## config.mk

```make
export PLATFORM = sky130hd
export DESIGN_NAME = dac_waveform_generator_flat
export DESIGN_NICKNAME = d
export VERILOG_FILES = /design/src/hdl/dwg_pkg.sv /design/src/hdl/dwg_if.sv /design/src/hdl/dwg_timebase.sv /design/src/hdl/dwg_wave_lut.sv /design/src/hdl/dwg_out_skid.sv /design/src/hdl/dac_waveform_generator.sv /design/src/flat_wrapper.sv
export SDC_FILE = /design/constraint.sdc
export NUM_CORES = 1
export LEC_CHECK = 0
export ABC_AREA = 1
export BUFFER_PORTS_ARGS = -buffer_cell sky130_fd_sc_hd__buf_4
export CAP_MARGIN = 5
export CORE_MARGIN = 2
export CORE_UTILIZATION = 35
export DETAILED_ROUTE_END_ITERATION = 6
export PLACE_DENSITY = 0.52
export SLEW_MARGIN = 20
export SYNTH_ARGS = -nofsm -noshare
export SYNTH_HDL_FRONTEND = slang
export SYNTH_HIERARCHICAL = 1
export SYNTH_SLANG_ARGS = --single-unit
```

## constraint.sdc

```tcl
create_clock -name clk -period 3 [get_ports clk]
set_input_delay 0.3 -clock clk [delete_from_list [all_inputs] [get_ports clk]]
set_output_delay 0.3 -clock clk [all_outputs]
set_load 0.03 [all_outputs]
```

## src/hdl/dwg_pkg.sv

```systemverilog
// Shared types, constants and waveform tables for the DAC waveform generator.
// No dependencies; every other file in hdl/ refers to it by scoped names.
package dwg_pkg;

  localparam int WAVE_SAMPLES = 128;
  localparam int SAMPLE_IDX_W = $clog2(WAVE_SAMPLES);
  localparam int HALF         = WAVE_SAMPLES / 2;
  localparam int HALF_M1      = HALF - 1;
  localparam int CODE_W       = 12;
  localparam int CODE_MAX     = 4095;
  localparam int COUNT_W      = 16;
  localparam int CFG_DATA_W   = 16;
  localparam int CFG_INDEX_W  = 2;

  typedef logic [CODE_W-1:0]       code_t;
  typedef logic [COUNT_W-1:0]      count_t;
  typedef logic [SAMPLE_IDX_W-1:0] sample_idx_t;

  typedef enum logic [1:0] {
    WAVE_DC       = 2'd0,
    WAVE_SINE     = 2'd1,
    WAVE_TRIANGLE = 2'd2,
    WAVE_SQUARE   = 2'd3
  } wave_mode_t;

  typedef enum logic [CFG_INDEX_W-1:0] {
    REG_WAVE_MODE     = 2'd0,
    REG_DC_LEVEL      = 2'd1,
    REG_PRESCALE_DIV  = 2'd2,
    REG_PERIOD_RELOAD = 2'd3
  } cfg_reg_t;

  // Timebase status handed to the top level for the tick being transferred
  typedef struct packed {
    logic        update;
    sample_idx_t sample_index;
  } tick_t;

  // One result item as held in the output stages
  typedef struct packed {
    code_t sample_code;
    logic  update_strobe;
    logic  output_active;
  } result_t;

  typedef code_t sine_table_t [WAVE_SAMPLES];
  typedef code_t tri_table_t  [HALF];

  localparam sine_table_t SINE_TABLE = '{
    12'd2048, 12'd2148, 12'd2248, 12'd2348, 12'd2447, 12'd2545, 12'd2642, 12'd2737,
    12'd2831, 12'd2923, 12'd3013, 12'd3100, 12'd3185, 12'd3267, 12'd3346, 12'd3423,
    12'd3495, 12'd3565, 12'd3630, 12'd3692, 12'd3750, 12'd3804, 12'd3853, 12'd3898,
    12'd3939, 12'd3975, 12'd4007, 12'd4034, 12'd4056, 12'd4073, 12'd4085, 12'd4093,
    12'd4095, 12'd4093, 12'd4085, 12'd4073, 12'd4056, 12'd4034, 12'd4007, 12'd3975,
    12'd3939, 12'd3898, 12'd3853, 12'd3804, 12'd3750, 12'd3692, 12'd3630, 12'd3565,
    12'd3495, 12'd3423, 12'd3346, 12'd3267, 12'd3185, 12'd3100, 12'd3013, 12'd2923,
    12'd2831, 12'd2737, 12'd2642, 12'd2545, 12'd2447, 12'd2348, 12'd2248, 12'd2148,
    12'd2048, 12'd1947, 12'd1847, 12'd1747, 12'd1648, 12'd1550, 12'd1453, 12'd1358,
    12'd1264, 12'd1172, 12'd1082, 12'd995,  12'd910,  12'd828,  12'd749,  12'd672,
    12'd600,  12'd530,  12'd465,  12'd403,  12'd345,  12'd291,  12'd242,  12'd197,
    12'd156,  12'd120,  12'd88,   12'd61,   12'd39,   12'd22,   12'd10,   12'd2,
    12'd0,    12'd2,    12'd10,   12'd22,   12'd39,   12'd61,   12'd88,   12'd120,
    12'd156,  12'd197,  12'd242,  12'd291,  12'd345,  12'd403,  12'd465,  12'd530,
    12'd600,  12'd672,  12'd749,  12'd828,  12'd910,  12'd995,  12'd1082, 12'd1172,
    12'd1264, 12'd1358, 12'd1453, 12'd1550, 12'd1648, 12'd1747, 12'd1847, 12'd1947
  };

  // Rising half of the triangle, floor(i * CODE_MAX / HALF_M1), built at elaboration
  function automatic tri_table_t build_tri_table();
    tri_table_t t;
    for (int i = 0; i < HALF; i++) begin
      t[i] = CODE_W'((i * CODE_MAX) / HALF_M1);
    end
    return t;
  endfunction

  localparam tri_table_t TRI_TABLE = build_tri_table();

endpackage

```

## src/hdl/dwg_if.sv

```systemverilog
// Valid/ready channel interfaces for the DAC waveform generator.
// Depends on dwg_pkg for the code width.
interface dwg_in_if;
  logic valid;
  logic ready;
  logic run;

  modport source (output valid, output run, input ready);
  modport sink   (input valid, input run, output ready);
endinterface

interface dwg_out_if;
  logic                valid;
  logic                ready;
  dwg_pkg::code_t      sample_code;
  logic                update_strobe;
  logic                output_active;

  modport source (output valid, output sample_code, output update_strobe,
                  output output_active, input ready);
  modport sink   (input valid, input sample_code, input update_strobe,
                  input output_active, output ready);
endinterface

```

## src/hdl/dwg_timebase.sv

```systemverilog
// Prescaler, period counter and sample index; flags the update event of a tick.
// Depends on dwg_pkg.
module dwg_timebase (
  input  logic            clk,
  input  logic            rst,
  input  logic            fire,
  input  logic            run,
  input  dwg_pkg::count_t prescale_div,
  input  dwg_pkg::count_t period_reload,
  output dwg_pkg::tick_t  tick
);

  dwg_pkg::count_t      prescale_count;
  dwg_pkg::count_t      prescale_count_next;
  dwg_pkg::count_t      period_count;
  dwg_pkg::count_t      period_count_next;
  dwg_pkg::sample_idx_t sample_index;
  dwg_pkg::sample_idx_t sample_index_next;
  logic                 prescale_wrap;
  logic                 period_wrap;

  // a count at or above its limit wraps, which also covers a lowered limit
  assign prescale_wrap = prescale_count >= prescale_div;
  assign period_wrap   = period_count >= period_reload;

  assign tick.update       = run & prescale_wrap & period_wrap;
  assign tick.sample_index = sample_index;

  always_comb begin
    prescale_count_next = prescale_count;
    period_count_next   = period_count;
    sample_index_next   = sample_index;
    if (!run) begin
      prescale_count_next = '0;
      period_count_next   = '0;
      sample_index_next   = '0;
    end else begin
      if (prescale_wrap) begin
        prescale_count_next = '0;
        if (period_wrap) begin
          period_count_next = '0;
        end else begin
          period_count_next = period_count + 1'b1;
        end
      end else begin
        prescale_count_next = prescale_count + 1'b1;
      end
      if (tick.update) begin
        sample_index_next = sample_index + 1'b1;
      end
    end
  end

  always_ff @(posedge clk) begin
    if (rst) begin
      prescale_count <= '0;
      period_count   <= '0;
      sample_index   <= '0;
    end else if (fire) begin
      prescale_count <= prescale_count_next;
      period_count   <= period_count_next;
      sample_index   <= sample_index_next;
    end
  end

endmodule

```

## src/hdl/dwg_wave_lut.sv

```systemverilog
// Waveform code lookup: sine table, mirrored triangle and square.
// Depends on dwg_pkg for the tables and mode codes.
module dwg_wave_lut (
  input  dwg_pkg::wave_mode_t  wave_mode,
  input  dwg_pkg::sample_idx_t sample_index,
  output dwg_pkg::code_t       wave_code
);

  logic                                second_half;
  logic [dwg_pkg::SAMPLE_IDX_W-2:0]    half_index;
  dwg_pkg::code_t                      tri_rise;

  assign second_half = sample_index[dwg_pkg::SAMPLE_IDX_W-1];
  assign half_index  = sample_index[dwg_pkg::SAMPLE_IDX_W-2:0];
  assign tri_rise    = dwg_pkg::TRI_TABLE[half_index];

  always_comb begin
    unique case (wave_mode)
      dwg_pkg::WAVE_SINE:     wave_code = dwg_pkg::SINE_TABLE[sample_index];
      // falling half mirrors the rising one
      dwg_pkg::WAVE_TRIANGLE: wave_code = second_half
                                ? dwg_pkg::code_t'(dwg_pkg::CODE_MAX) - tri_rise
                                : tri_rise;
      dwg_pkg::WAVE_SQUARE:   wave_code = second_half
                                ? '0 : dwg_pkg::code_t'(dwg_pkg::CODE_MAX);
      default:                wave_code = '0;
    endcase
  end

endmodule

```

## src/hdl/dwg_out_skid.sv

```systemverilog
// Output register with a skid stage, so a tick can be taken while a result waits.
// Depends on dwg_pkg and dwg_out_if.
module dwg_out_skid (
  input  logic             clk,
  input  logic             rst,
  input  logic             push,
  input  dwg_pkg::result_t push_data,
  output logic             push_ready,
  dwg_out_if.source        out_ch
);

  logic             main_valid;
  dwg_pkg::result_t main_data;
  logic             skid_valid;
  dwg_pkg::result_t skid_data;
  logic             pop;

  assign push_ready = !skid_valid;
  assign pop        = main_valid & out_ch.ready;

  assign out_ch.valid         = main_valid;
  assign out_ch.sample_code   = main_data.sample_code;
  assign out_ch.update_strobe = main_data.update_strobe;
  assign out_ch.output_active = main_data.output_active;

  always_ff @(posedge clk) begin
    if (rst) begin
      main_valid <= 1'b0;
      skid_valid <= 1'b0;
    end else if (pop) begin
      if (skid_valid) begin
        skid_valid <= 1'b0;
      end else if (!push) begin
        main_valid <= 1'b0;
      end
    end else if (push) begin
      if (main_valid) begin
        skid_valid <= 1'b1;
      end else begin
        main_valid <= 1'b1;
      end
    end
  end

  always_ff @(posedge clk) begin
    if (pop) begin
      if (skid_valid) begin
        main_data <= skid_data;
      end else if (push) begin
        main_data <= push_data;
      end
    end else if (push) begin
      if (main_valid) begin
        skid_data <= push_data;
      end else begin
        main_data <= push_data;
      end
    end
  end

endmodule

```

## src/hdl/dac_waveform_generator.sv

```systemverilog
// Top level of the timer-paced 12-bit DAC code generator.
// Depends on dwg_pkg, dwg_if, dwg_timebase, dwg_wave_lut and dwg_out_skid.
//
//   channel   dir  transfer carries
//   in_ch     in   run, one timer tick
//   out_ch    out  sample_code, update_strobe, output_active
//   cfg_*     in   wave_mode, dc_level, prescale_div, period_reload
//
// One tick is taken every cycle while the skid stage is free; its result is registered in the output stage.
// Counter compare, table lookup and held-code select are combinational, in the same cycle as the tick.
// A two-entry output stage (register plus skid) keeps in_ch ready through a stall until the skid is full.
// Synchronous reset clears counters, index, held code and registers; no clearing pass.
module dac_waveform_generator (
  input  logic                                  clk,
  input  logic                                  rst,
  input  logic                                  cfg_wr_en,
  input  logic [dwg_pkg::CFG_INDEX_W-1:0]       cfg_index,
  input  logic [dwg_pkg::CFG_DATA_W-1:0]        cfg_data,
  dwg_in_if.sink                                in_ch,
  dwg_out_if.source                             out_ch
);

  dwg_pkg::wave_mode_t wave_mode;
  dwg_pkg::code_t      dc_level;
  dwg_pkg::count_t     prescale_div;
  dwg_pkg::count_t     period_reload;
  dwg_pkg::code_t      held_code;
  dwg_pkg::code_t      held_code_next;
  dwg_pkg::code_t      wave_code;
  dwg_pkg::tick_t      tick;
  dwg_pkg::result_t    push_data;
  logic                push_ready;
  logic                fire;

  assign in_ch.ready = push_ready;
  assign fire        = in_ch.valid & push_ready;

  always_ff @(posedge clk) begin
    if (rst) begin
      wave_mode     <= dwg_pkg::WAVE_DC;
      dc_level      <= '0;
      prescale_div  <= '0;
      period_reload <= '0;
    end else if (cfg_wr_en) begin
      unique case (dwg_pkg::cfg_reg_t'(cfg_index))
        dwg_pkg::REG_WAVE_MODE:     wave_mode     <= dwg_pkg::wave_mode_t'(cfg_data[1:0]);
        dwg_pkg::REG_DC_LEVEL:      dc_level      <= cfg_data[dwg_pkg::CODE_W-1:0];
        dwg_pkg::REG_PRESCALE_DIV:  prescale_div  <= cfg_data[dwg_pkg::COUNT_W-1:0];
        dwg_pkg::REG_PERIOD_RELOAD: period_reload <= cfg_data[dwg_pkg::COUNT_W-1:0];
        default: ;
      endcase
    end
  end

  dwg_timebase u_timebase (
    .clk           (clk),
    .rst           (rst),
    .fire          (fire),
    .run           (in_ch.run),
    .prescale_div  (prescale_div),
    .period_reload (period_reload),
    .tick          (tick)
  );

  dwg_wave_lut u_wave_lut (
    .wave_mode    (wave_mode),
    .sample_index (tick.sample_index),
    .wave_code    (wave_code)
  );

  always_comb begin
    held_code_next = held_code;
    if (in_ch.run) begin
      if (wave_mode == dwg_pkg::WAVE_DC) begin
        held_code_next = dc_level;
      end else if (tick.update) begin
        held_code_next = wave_code;
      end
    end
  end

  always_ff @(posedge clk) begin
    if (rst) begin
      held_code <= '0;
    end else if (fire) begin
      held_code <= held_code_next;
    end
  end

  assign push_data.sample_code   = held_code_next;
  assign push_data.update_strobe = tick.update;
  assign push_data.output_active = in_ch.run;

  dwg_out_skid u_out_skid (
    .clk        (clk),
    .rst        (rst),
    .push       (fire),
    .push_data  (push_data),
    .push_ready (push_ready),
    .out_ch     (out_ch)
  );

`ifndef SYNTHESIS
  // a stopped tick returns the sample index to the start of the period
  assert property (@(posedge clk) disable iff (rst)
    fire && !in_ch.run |=> tick.sample_index == '0)
    else $error("sample index not cleared after a stopped tick");

  // dc mode loads the held code from the level register on every running tick
  assert property (@(posedge clk) disable iff (rst)
    fire && in_ch.run && wave_mode == dwg_pkg::WAVE_DC && !cfg_wr_en
      |=> held_code == $past(dc_level))
    else $error("held code does not follow dc level");

  // an update event only comes from a running tick
  assert property (@(posedge clk) disable iff (rst)
    push_data.update_strobe |-> push_data.output_active)
    else $error("update event on a stopped tick");
`endif

endmodule

```

## src/flat_wrapper.sv

```systemverilog
// flat-port wrapper written by rule: the top's interface ports become plain ports
module dac_waveform_generator_flat 
  (clk, rst, cfg_wr_en, cfg_index, cfg_data, in_ch_valid, in_ch_run, in_ch_ready, out_ch_valid, out_ch_sample_code, out_ch_update_strobe, out_ch_output_active, out_ch_ready);
  dwg_in_if in_ch_i ();
  dwg_out_if out_ch_i ();
  input  logic clk;
  input  logic rst;
  input  logic cfg_wr_en;
  input  logic [dwg_pkg::CFG_INDEX_W-1:0] cfg_index;
  input  logic [dwg_pkg::CFG_DATA_W-1:0] cfg_data;
  input wire logic [$bits(in_ch_i.valid)-1:0] in_ch_valid;
  input wire logic [$bits(in_ch_i.run)-1:0] in_ch_run;
  output wire logic [$bits(in_ch_i.ready)-1:0] in_ch_ready;
  output wire logic [$bits(out_ch_i.valid)-1:0] out_ch_valid;
  output wire logic [$bits(out_ch_i.sample_code)-1:0] out_ch_sample_code;
  output wire logic [$bits(out_ch_i.update_strobe)-1:0] out_ch_update_strobe;
  output wire logic [$bits(out_ch_i.output_active)-1:0] out_ch_output_active;
  input wire logic [$bits(out_ch_i.ready)-1:0] out_ch_ready;
  assign in_ch_i.valid = in_ch_valid;
  assign in_ch_i.run = in_ch_run;
  assign in_ch_ready = in_ch_i.ready;
  assign out_ch_valid = out_ch_i.valid;
  assign out_ch_sample_code = out_ch_i.sample_code;
  assign out_ch_update_strobe = out_ch_i.update_strobe;
  assign out_ch_output_active = out_ch_i.output_active;
  assign out_ch_i.ready = out_ch_ready;
  dac_waveform_generator u_core (.clk(clk), .rst(rst), .cfg_wr_en(cfg_wr_en), .cfg_index(cfg_index), .cfg_data(cfg_data), .in_ch(in_ch_i), .out_ch(out_ch_i));
endmodule
```

==> results.md <==
* Core Rows at 58
* P&R area growth vs syn at 12.95%
* Ys async rst share at 0%
* Hold-fix buffers, CTS at 0
* RePlAce Congestion at 0.9381
* Cell mode on critical path: nand2_1
* Total gr overflow at 0
* Final hold vios at 0
* Worst path max stage delay at 0.40 ns
* Final ANT Viol Nets at 0
* Placed Instances at 1748
* Setup Crit Path Kind: reg2reg
* Setup Fix Bufs, Post-CTS at 0
* Largest net degree at the start of global routing at 43
* Final min period at 2.739 ns
* H-tree levels at 4
* Maximum VDD drop at 0.2841 mV
* PortBufs at 39
* Worst-Skew Late Latency at 0.42 ns
* Tightest Pin Transition at 0.7826 ns
* Sequential share of the synthesized area at 31.08%
* DR vias at 8873
* Critical path cell sequence: inv_2, buf_4, ha_1, a21oi_1, nand2_1, nand3_1, nand2_1, o21ai_0, nand3_1, nand2_1, inv_1, nand2_1, nand2_1, nand3_1, nand2_1, inv_1, nand2_1, o21ai_2
* Initial core utilization at 35.86%
* R2R Setup Slk at 0.26 ns
* Clock-pin slew on the worst setup and hold paths at 0.06 ns
* CTS Buf Count at 17
* Final nets at 1512
* Synthesized area at 9082 um2
* Comb pwr share at 29.7%
* Status: finished clean
* Number of synthesized flops with an enable pin at 28
* Post-Route Setup TNS at 0 ns
* Final HPWL DP at 19720 um
* Max stage delay cell, worst path: dfxtp_1
* Max Fclk at 365.1 MHz
* Die Wd at 165.1 um
* Max Slew Vio Count at 0
* Detailed-route wire length per cell at 15.06 um
* DRC viols at 0
* First-pass GRT wire length at 43290 um
* Share of cells above drive strength 1 at 12.07%
* Resize count post-CTS at 0
* Delay-heaviest family, CP: simple AND/OR/NAND/NOR gates
* Hold Crit Class: in2reg
* Worst Setup End Kind: register
* Slew HR at 47.67%
* DIE HEIGHT at 165.1 um
* Die area at 27250 um2
* Syn nets at 1474
* WP data required at 3.27 ns
* Clk pwr share at 36.0%
* Detailed Route WL at 26810 um
* Starting DRT DRC Count at 732
* Syn_area_per_cell at 6.492 um2
* Synth Flop Type: dfxtp_1
* Lkg Pwr at 4.654 nW
* Root buffer cell: clkbuf_16
* Skew final at 0.009771 ns
* Sw frac at 36.93%
* Pre-antenna DRT Iters at 5
* CP max FO at 11
* Vias in the first global route at 8212
* CORE AREA at 25330 um2
* Critical Path AT at 3.01 ns
* CTS Sinks at 127
* Buf+Inv Stages, Crit Path at 4
* Period utilization at 91.30%
* Initial antenna violation count at 0
* Netlist cell types at 43
* RSZ-0062 raised after global routing: false
* Final setup violation count at 0
* Switching power at 0.002058 W
* Gr usage total at 20.18%
* PwrDens at 543.3 nW/um2
* Clock Path Buffers at 2
* Via density at 4.985
* Flop pwr share at 34.3%
* Synthesized instance count at 1399
* N_diodes at 0
* Pint at 0.003515 W
* CP Launch Type: register
* Seq cells post-synth at 127
* Ys Warns at 6
* TritonCTS clock tree: yes
* IO Count at 40
* Max-Cap Viols at 0
* Post-route non-filler standard cell count at 1780
[layout make-up]
class                           count  area (um2)
Fill cell                        2776       15070
Sequential cell                   127        2823
Timing Repair Buffer               73       560.5
Multi-Input combinational cell   1026        5174
Tap cell                          330       412.9
Clock buffer                       18       429.2
Inverter                          192       728.2
Clock inverter                     14       131.4
[cell usage in the layout, fill, tap and decap left out, types with 14 or more instances in the layout]
cell,netlist,routed
a21oi_1,87,87
buf_4,6,72
clkbuf_16,0,17
dfxtp_1,99,99
edfxtp_1,28,28
ha_1,51,51
inv_1,179,178
nand2_1,406,405
nand3_1,141,141
nand4_1,22,22
nor2_1,139,139
nor2_2,15,15
nor3_1,14,14
o21ai_0,63,63
o21ai_1,14,14
o21ai_2,14,14
[registers in the layout, summed over array words and instances, names as in the netlist, 2 cells and up]
register and cells:
u_core/dc_level 12, u_core/held_code 12, u_core/period_reload 16, u_core/prescale_div 16, u_core/u_out_skid/out_ch.sample_code 12, u_core/u_out_skid/skid_data 14
u_core/u_timebase/period_count 16, u_core/u_timebase/prescale_count 16, u_core/u_timebase/sample_index 7, u_core/wave_mode 2
[power by group through the flow]
stage | logic, W | clock network (W) | registers, W
floorplan | 0.00109 | 0 | 0.00198
global placement | 0.00164 | 0 | 0.00195
detailed placement | 0.00163 | 0 | 0.00195
CTS | 0.00163 | 0.00205 | 0.00191
global route | 0.00184 | 0.00212 | 0.00192
finish | 0.00166 | 0.00201 | 0.00191
[through the flow]
stage / utilization (%) / hold WS [ns] / instance area, um2 / total power [W] / setup slack (ns)
2_1_floorplan: - / 0.3691 / 9082 / 0.003079 / 0.4607
3_3_place_gp: 38.28 / 0.4322 / 9694 / 0.003589 / 0.2336
3_5_place_dp: 38.28 / 0.4366 / 9694 / 0.003575 / 0.1930
4_1_cts: 40.49 / 0.1057 / 10250 / 0.005592 / 0.1424
5_1_grt: 40.50 / 0.1305 / 10260 / 0.005880 / 0.04359
6_report: 40.50 / 0.1111 / 10260 / 0.005573 / 0.2610
[metal layers]
layer	up-vias	global-route usage (%)	part of all wire, %	routed length [um]
li1	4569	-	-	-
met1	3974	27.66	48	12770
met3	58	3.197	5.4	1449
met5	-	0	0	0
met4	0	6.957	2.5	670
met2	272	32.23	44	11910
[path summary, 6_finish.rpt]
check	from	to	cells after the start
setup / recovery	u_core/u_timebase/sample_index[1]$_SDFFE_PP0P_	u_core/u_out_skid/out_ch.sample_code[5]$_DFFE_PP_	18
hold / removal	cfg_data[12]	u_core/prescale_div[12]$_SDFFE_PP0P_	3
setup reg to reg	u_core/u_timebase/sample_index[1]$_SDFFE_PP0P_	u_core/u_out_skid/out_ch.sample_code[5]$_DFFE_PP_	18
hold reg to reg	u_core/dc_level[5]$_SDFFE_PP0P_	u_core/dc_level[5]$_SDFFE_PP0P_	2
[cells in the mapped netlist (3+ instances only)]
cell type / count / area (um2)
nor3_1: 14 / 70.07
nand3_1: 141 / 705.7
xor2_1: 7 / 61.31
nor2_1: 139 / 521.8
inv_1: 179 / 671.9
edfxtp_1: 28 / 840.8
inv_4: 3 / 18.77
nor2_2: 15 / 93.84
o21ai_1: 14 / 70.07
a21oi_1: 87 / 435.4
nand3b_1: 4 / 30.03
nand2_4: 4 / 45.04
nand4_1: 22 / 137.6
nand2_2: 4 / 25.02
nand2_1: 406 / 1524
buf_4: 6 / 45.04
buf_2: 25 / 125.1
nand3_4: 3 / 52.55
clkbuf_1: 7 / 26.28
a21oi_2: 7 / 61.31
o21ai_2: 14 / 122.6
inv_2: 8 / 30.03
o21ai_0: 63 / 315.3
buf_6: 14 / 157.7
a31oi_1: 3 / 18.77
o211ai_1: 4 / 30.03
or2_2: 5 / 31.28
ha_1: 51 / 638.1
xnor2_1: 3 / 26.28
nor4_1: 3 / 18.77
dfxtp_1: 99 / 1982
[cells by family (layout without fill, tap and decap cells)]
group	after synthesis	in the layout	synth area share [%]
buffers and inverters	246	297	12.00
DFF	127	127	31.08
adders and majority gates	51	51	7.026
xor gates and xnor gates	10	10	0.9644
and+or+nand+nor	769	769	37.00
AOI/OAI and AO/OA	196	196	11.93
[worst min-delay path: stages]
cell and delay (ns):
buf_4 0.09, nor2_2 0.03, nor2_1 0.08
Power figures use the tool's default switching activity.
